**config.mk**
```make
export PLATFORM = sky130hd
export DESIGN_NAME = inactivity_alarm_watchdog
export DESIGN_NICKNAME = d
export VERILOG_FILES = /design/src/rtl/core/iaw_pkg.sv /design/src/rtl/core/inactivity_alarm_watchdog.sv /design/src/rtl/core/iaw_cfg.sv /design/src/rtl/core/iaw_step.sv
export SDC_FILE = /design/constraint.sdc
export NUM_CORES = 1
export LEC_CHECK = 0
export ABC_AREA = 1
export ABC_CLOCK_PERIOD_IN_PS = 4570
export BUFFER_PORTS_ARGS = -buffer_cell sky130_fd_sc_hd__buf_2
export CORE_MARGIN = 1
export CORE_UTILIZATION = 50
export DETAILED_ROUTE_END_ITERATION = 16
export GPL_ROUTABILITY_DRIVEN = 0
export GPL_TIMING_DRIVEN = 0
export PLACE_DENSITY = 0.74
export SLEW_MARGIN = 20
export SYNTH_ARGS = -nofsm -noshare
export SYNTH_HDL_FRONTEND = slang
export SYNTH_SLANG_ARGS = --single-unit
export TNS_END_PERCENT = 1
```
**constraint.sdc**
```tcl
create_clock -name clk -period 4.57 [get_ports clk]
set_input_delay 0.914 -clock clk [delete_from_list [all_inputs] [get_ports clk]]
set_output_delay 0.914 -clock clk [all_outputs]
set_load 0.05 [all_outputs]
```
**src/rtl/core/iaw_pkg.sv**
```systemverilog
// Package with the shared types and constants of the inactivity alarm watchdog.
package iaw_pkg;

    localparam int DISTANCE_BITS = 16;
    localparam int TIME_BITS     = 32;
    localparam int THRESH_BITS   = 16;
    localparam int LIMIT_BITS    = 32;
    localparam int DIVIDER_BITS  = 8;
    localparam int CHANGE_BITS   = 2;
    localparam int CFG_IDX_BITS  = 2;
    localparam int CFG_DATA_BITS = 32;

    localparam logic [THRESH_BITS-1:0]  DIFF_THRESHOLD_RESET = THRESH_BITS'(50);
    localparam logic [LIMIT_BITS-1:0]   STILL_LIMIT_RESET    = LIMIT_BITS'(10000);
    localparam logic [DIVIDER_BITS-1:0] SAMPLE_DIVIDER_RESET = DIVIDER_BITS'(4);

    // Two changes above the threshold restart the stillness timer.
    localparam logic [CHANGE_BITS-1:0]  CHANGES_FOR_MOVEMENT = CHANGE_BITS'(2);

    localparam logic [CFG_IDX_BITS-1:0] REG_DIFF_THRESHOLD = CFG_IDX_BITS'(0);
    localparam logic [CFG_IDX_BITS-1:0] REG_STILL_LIMIT    = CFG_IDX_BITS'(1);
    localparam logic [CFG_IDX_BITS-1:0] REG_SAMPLE_DIVIDER = CFG_IDX_BITS'(2);

    typedef struct packed {
        logic [DISTANCE_BITS-1:0] distance;
        logic [TIME_BITS-1:0]     now_ms;
        logic                     alarm_request;
        logic                     alarm_stop;
    } in_item_t;

    typedef struct packed {
        logic alarm_active;
        logic alarm_notice;
        logic movement_seen;
        logic still_timeout;
    } out_item_t;

    typedef struct packed {
        logic [THRESH_BITS-1:0]  diff_threshold;
        logic [LIMIT_BITS-1:0]   still_limit_ms;
        logic [DIVIDER_BITS-1:0] sample_divider;
    } cfg_t;

endpackage

```
**src/rtl/core/inactivity_alarm_watchdog.sv**
```systemverilog
// Inactivity alarm watchdog: input register, tick logic and output register.
//
// Each request on the input channel (in_valid/in_ready/in_data) is one task tick
// carrying a distance sample, a millisecond timestamp and the alarm request and
// stop buttons. Every tick yields exactly one result on the output channel
// (out_valid/out_ready/out_data): the alarm flag and the notice, movement and
// timeout events of that tick.
// A tick is registered on entry, processed against the watchdog state once the
// output register is free or being read, and its result lands in the output
// register. One tick is accepted per cycle while the receiver takes results, as
// the state update between the two registers is combinational.
// When the receiver stalls, the output register holds its result and the input
// register holds one further tick; in_ready falls only when both are occupied.
// The configuration channel (cfg_valid/cfg_ready/cfg_index/cfg_data) is always
// ready; writes to an unknown index are ignored and writes are meant for idle.
// Reset clears the state to zero with the block armed, restores the registers
// to a threshold of 50 mm, a stillness limit of 10000 ms and a divider of 4,
// and empties both pipeline registers.
module inactivity_alarm_watchdog
    import iaw_pkg::*;
(
    input  logic                     clk,
    input  logic                     rst_n,
    input  logic                     in_valid,
    output logic                     in_ready,
    input  in_item_t                 in_data,
    output logic                     out_valid,
    input  logic                     out_ready,
    output out_item_t                out_data,
    input  logic                     cfg_valid,
    output logic                     cfg_ready,
    input  logic [CFG_IDX_BITS-1:0]  cfg_index,
    input  logic [CFG_DATA_BITS-1:0] cfg_data
);

    cfg_t      cfg;
    in_item_t  in_data_reg;
    logic      in_valid_reg;
    out_item_t out_data_reg;
    logic      out_valid_reg;
    out_item_t result;
    logic      advance;

    assign advance   = in_valid_reg && (!out_valid_reg || out_ready);
    assign in_ready  = !in_valid_reg || advance;
    assign out_valid = out_valid_reg;
    assign out_data  = out_data_reg;

    iaw_cfg u_cfg (
        .clk       (clk),
        .rst_n     (rst_n),
        .cfg_valid (cfg_valid),
        .cfg_ready (cfg_ready),
        .cfg_index (cfg_index),
        .cfg_data  (cfg_data),
        .cfg       (cfg)
    );

    iaw_step u_step (
        .clk    (clk),
        .rst_n  (rst_n),
        .cfg    (cfg),
        .enable (advance),
        .item   (in_data_reg),
        .result (result)
    );

    always_ff @(posedge clk or negedge rst_n)
    begin
        if (!rst_n)
        begin
            in_valid_reg  <= 1'b0;
            out_valid_reg <= 1'b0;
        end
        else
        begin
            if (in_valid && in_ready)
            begin
                in_valid_reg <= 1'b1;
            end
            else if (advance)
            begin
                in_valid_reg <= 1'b0;
            end

            if (advance)
            begin
                out_valid_reg <= 1'b1;
            end
            else if (out_ready)
            begin
                out_valid_reg <= 1'b0;
            end
        end
    end

    always_ff @(posedge clk)
    begin
        if (in_valid && in_ready)
        begin
            in_data_reg <= in_data;
        end
        if (advance)
        begin
            out_data_reg <= result;
        end
    end

endmodule

```
**src/rtl/core/iaw_cfg.sv**
```systemverilog
// Configuration register file of the inactivity alarm watchdog.
module iaw_cfg
    import iaw_pkg::*;
(
    input  logic                     clk,
    input  logic                     rst_n,
    input  logic                     cfg_valid,
    output logic                     cfg_ready,
    input  logic [CFG_IDX_BITS-1:0]  cfg_index,
    input  logic [CFG_DATA_BITS-1:0] cfg_data,
    output cfg_t                     cfg
);

    cfg_t cfg_reg;
    cfg_t cfg_next;

    assign cfg_ready = 1'b1;
    assign cfg       = cfg_reg;

    always_comb
    begin
        cfg_next = cfg_reg;
        if (cfg_valid)
        begin
            unique case (cfg_index)
                REG_DIFF_THRESHOLD: cfg_next.diff_threshold = cfg_data[THRESH_BITS-1:0];
                REG_STILL_LIMIT:    cfg_next.still_limit_ms = cfg_data[LIMIT_BITS-1:0];
                REG_SAMPLE_DIVIDER: cfg_next.sample_divider = cfg_data[DIVIDER_BITS-1:0];
                default:            cfg_next = cfg_reg;
            endcase
        end
    end

    always_ff @(posedge clk or negedge rst_n)
    begin
        if (!rst_n)
        begin
            cfg_reg.diff_threshold <= DIFF_THRESHOLD_RESET;
            cfg_reg.still_limit_ms <= STILL_LIMIT_RESET;
            cfg_reg.sample_divider <= SAMPLE_DIVIDER_RESET;
        end
        else
        begin
            cfg_reg <= cfg_next;
        end
    end

endmodule

```
**src/rtl/core/iaw_step.sv**
```systemverilog
// Watchdog state and the per-tick update logic.
module iaw_step
    import iaw_pkg::*;
(
    input  logic      clk,
    input  logic      rst_n,
    input  cfg_t      cfg,
    input  logic      enable,
    input  in_item_t  item,
    output out_item_t result
);

    logic [DIVIDER_BITS-1:0]  sample_count_reg,  sample_count_next;
    logic [DISTANCE_BITS-1:0] prev_dist_reg,     prev_dist_next;
    logic [DISTANCE_BITS-1:0] cur_dist_reg,      cur_dist_next;
    logic [CHANGE_BITS-1:0]   change_count_reg,  change_count_next;
    logic [TIME_BITS-1:0]     still_start_reg,   still_start_next;
    logic                     alarm_reg,         alarm_next;
    logic                     armed_reg,         armed_next;

    logic [DISTANCE_BITS-1:0] delta;
    logic [TIME_BITS-1:0]     elapsed;
    logic [CHANGE_BITS-1:0]   change_inc;
    logic                     notice;
    logic                     moved;
    logic                     timeout;

    // The new sample is compared with the one taken at the previous check.
    assign delta = (item.distance >= cur_dist_reg) ? item.distance - cur_dist_reg
                                                   : cur_dist_reg - item.distance;
    assign elapsed    = item.now_ms - still_start_reg;
    assign change_inc = change_count_reg + CHANGE_BITS'(1);

    always_comb
    begin
        sample_count_next = sample_count_reg;
        prev_dist_next    = prev_dist_reg;
        cur_dist_next     = cur_dist_reg;
        change_count_next = change_count_reg;
        still_start_next  = still_start_reg;
        alarm_next        = alarm_reg;
        armed_next        = armed_reg;
        notice            = 1'b0;
        moved             = 1'b0;
        timeout           = 1'b0;

        if (!alarm_reg && armed_reg)
        begin
            if (sample_count_reg != cfg.sample_divider)
            begin
                sample_count_next = sample_count_reg + DIVIDER_BITS'(1);
            end
            else
            begin
                prev_dist_next    = cur_dist_reg;
                cur_dist_next     = item.distance;
                sample_count_next = '0;
                if (delta > cfg.diff_threshold)
                begin
                    if (change_inc >= CHANGES_FOR_MOVEMENT)
                    begin
                        still_start_next  = item.now_ms;
                        change_count_next = '0;
                        moved             = 1'b1;
                    end
                    else
                    begin
                        change_count_next = change_inc;
                    end
                end
                else if (elapsed > cfg.still_limit_ms)
                begin
                    alarm_next       = 1'b1;
                    still_start_next = item.now_ms;
                    timeout          = 1'b1;
                end
            end
            if (item.alarm_request)
            begin
                alarm_next = 1'b1;
            end
        end
        else
        begin
            if (armed_reg)
            begin
                notice     = 1'b1;
                armed_next = 1'b0;
            end
            if (item.alarm_stop)
            begin
                alarm_next = 1'b0;
                armed_next = 1'b1;
            end
        end

        result.alarm_active  = alarm_next;
        result.alarm_notice  = notice;
        result.movement_seen = moved;
        result.still_timeout = timeout;
    end

    always_ff @(posedge clk or negedge rst_n)
    begin
        if (!rst_n)
        begin
            sample_count_reg <= '0;
            prev_dist_reg    <= '0;
            cur_dist_reg     <= '0;
            change_count_reg <= '0;
            still_start_reg  <= '0;
            alarm_reg        <= 1'b0;
            armed_reg        <= 1'b1;
        end
        else if (enable)
        begin
            sample_count_reg <= sample_count_next;
            prev_dist_reg    <= prev_dist_next;
            cur_dist_reg     <= cur_dist_next;
            change_count_reg <= change_count_next;
            still_start_reg  <= still_start_next;
            alarm_reg        <= alarm_next;
            armed_reg        <= armed_next;
        end
    end

endmodule
```
==> flow_summary.ini <==
[run_status]
status = finished, final reports clean

[clocking]
clock_latency_ns = 0.43
cts.sink_count = 172
htree_num_levels = 4
clk_pin_slew_ns = 0.07
numCtsBuffers = 17
root_buffer = clkbuf_16
cts_tree = done
post_cts_buffers = 0
cts_buffer_depth = 2

[timing]
fin_hold_ws_ns = 0.472
rsz0062_at_grt = no
tightest_slew_ns = 0.795
setup_violations = 0
hold_viol = 0
slew_violations = 0
max_slew_margin_pct = 47.0
timing.setup.tns_ns = 0
skew_ns = 0.0139
period_minus_slack_ns = 4.22
fin_ws_ns = 0.352
fmax_mhz = 237
fin_crit_sh_pct = 92.3

[die]
core_sq_um = 21900
initial_core_util_pct = 51.1
die_h_microns = 152
row_count = 54
io_pins = 96
dieArea_sq_um = 23000
die_w_microns = 152

[critical_path]
critPathLaunch = in_data_reg[34]
cpLargestDelayFamily = simple AND/OR/NAND/NOR gates
cp_max_fo = 10
regToRegEndpoint = u_step.still_start_reg[10]
r2r_cells = 28
worstSetupPathDepth = 28
endpoint = u_step.still_start_reg[10]
cp.required_ns = 4.89
worstReg2RegStart = in_data_reg[34]
critPathMostFrequentCell = nand2_1
cpPeakStageDelay_ns = 0.43
r2r_slack_ns = 0.35
worstSetupStartpointType = flop
crit_path_end_kind = flop
slowest_stage = edfxtp_1
critical_path_arrival_ns = 4.54
path_class = reg -> reg
crit_buf_inv = 6

[synth]
synth.most_common_cell = nand2_1
synth_top_area_share_pct = 24.2
ys_types = 41
synthCells = 1418
ys_top_cells_by_count = nand2_1 (367), inv_1 (237), ha_1 (112), a21oi_1 (111), dfrtp_1 (108)
syn_area_per_cell_sq_um = 7.89
ys_seq_area_share_pct = 41.0
synthesis.area_sq_um = 11200
synth_edf_count = 54
synth_seq_cells = 172
synth_area_leaders = dfrtp_1 (24%), edfxtp_1 (14%), ha_1 (13%), nand2_1 (12%), inv_1 (8.0%)
yosys.area.top_type = dfrtp_1
async_flop_share_pct = 68.6
synth.yosys.warnings = 0
synth_flop_cell = dfrtp_1
synth_nets = 1622

[global_route]
groute.layer.met1.usage_pct = 28.9
use_met2_pct = 40.5
grt_max_degree = 72
first_global_vias = 9063
grt-ovfl-total = 0
met3_usage_pct = 3.74
busiest_layer = met2
grt_pass1_wl_microns = 42100
grt_usage_pct = 23.2
grt_antenna_before_repair = 0

[drt]
drc = 0
wl_per_cell_microns = 13.8
vias_per_cell = 5.16
num_vias = 9415
first_pass_iters = 6
drt_iter0_markers = 528
drt_wl_total_microns = 25200
antenna_left = 0

[pwr]
finalPower_w = 0.00597
irDropWorstVdd_mv = 0.240
power_density_nw_per_um2 = 471
leakage_nw = 6.52

[placement]
hpwl_microns = 19500
post-place-ws_ns = 0.147
portBuffers = 94

[cells_and_area]
layout-drive-gt1-share_pct = 10.9
antenna_cells = 0
area_growth_pct = 13.2
largest_register_ffs = 56
multi_input_area_sq_um = 5560
fill_cells = 1960
fin_nets = 1737
seq_area_sq_um = 4590

[min_path]
hp-class = reg -> reg

[job]
cap_violations = 0
-- layout by cell type (no fill, tap or decap), drive strengths merged, types with 2 or more instances in the layout --
cell	instances
o211ai	5
o21bai	5
dfstp	10
nor3	10
inv	246
bufinv	2
a21oi	112
a31oi	2
edfxtp	54
nand2	372
nand3	69
ha	112
dfrtp	108
xor2	39
o21a	5
o21ai	104
nand3b	2
fa	3
a21boi	2
xnor2	12
clkbuf	32
nor2	93
nor4	8
clkinv	5
buf	110
nand4	8
a21o	10
-- through the flow --
| step | std cells | area (sq um) | utilization, % |
|---|---|---|---|
| after floorplan | 1418 | 11200 | - |
| after CTS | 1826 | 12600 | 57.8 |
| after global routing | 1826 | 12700 | 57.9 |
| after global placement | 1792 | 12000 | 54.9 |
| after detailed placement | 1794 | 12100 | 55.1 |
| final | 1826 | 12700 | 57.9 |
-- kinds of logic (layout without fill, tap and decap cells) --
family                   count (synthesis)  count (layout)  share of synthesized area, %
AO/OA/AOI/OAI                          247             247                          11.8
XOR/XNOR                                51              51                          3.99
adder cells (fa/ha/maj)                115             115                          13.1
buffers and inverters                  268             396                          9.47
flip-flops                             172             172                          41.0
other                                    1               1                        0.0335
AND/OR/NAND/NOR                        564             564                          20.7
-- worst reg2reg max path, delay by kind of cell, from the launching register on --
kind	cells	cell delay, ns
AOI/OAI and AO/OA	2	0.36
adders and majority gates	3	0.84
buffers and inverters	6	0.66
DFF	1	0.43
and+or+nand+nor	17	1.82
-- report_power, final --
part	switching, W	leakage, nW	internal [W]	total, W
clock	0.000654	0.285	0.000817	0.00147
sequential	0.000154	1.93	0.00185	0.00201
combinational	0.00155	4.30	0.000938	0.00249
total	0.00236	6.52	0.00361	0.00597
-- final cells by class --
cell class / instances / area share, %
Clock inverter: 14 / 1.23
Sequential cell: 172 / 36.2
Multi-Input combinational cell: 978 / 43.9
Tap cell: 280 / 2.77
Buffer: 28 / 1.25
Clock buffer: 18 / 3.39
Inverter: 240 / 7.11
Timing Repair Buffer: 96 / 4.14
-- metal layers --
layer,up-vias,routed length (microns)
li1,4807,-
met1,4341,11300
met2,225,12300
met3,42,1000
met4,0,609
met5,-,0
-- worst min-delay path by stage --
stage / from / endpoint / slack (ns) / cells past startpoint
CTS: u_step.still_start_reg[5] / u_step.still_start_reg[5] / 0.48 / 2
global route: u_step.still_start_reg[14] / u_step.still_start_reg[14] / 0.49 / 2
floorplan: u_step.change_count_reg[1] / u_step.change_count_reg[1] / 0.44 / 2
detailed placement: u_step.still_start_reg[23] / u_step.still_start_reg[23] / 0.46 / 2
finish: u_step.still_start_reg[23] / u_step.still_start_reg[23] / 0.47 / 2
global placement: u_step.change_count_reg[1] / u_step.change_count_reg[1] / 0.45 / 2
-- repair_timing --
item / 4_1_cts / 5_1_grt
resized for setup: 0 / 5
endpoints found under the setup margin: 0 / 32
hold buffers: 0 / 0
No activity file was read; power rests on OpenSTA's default activity.
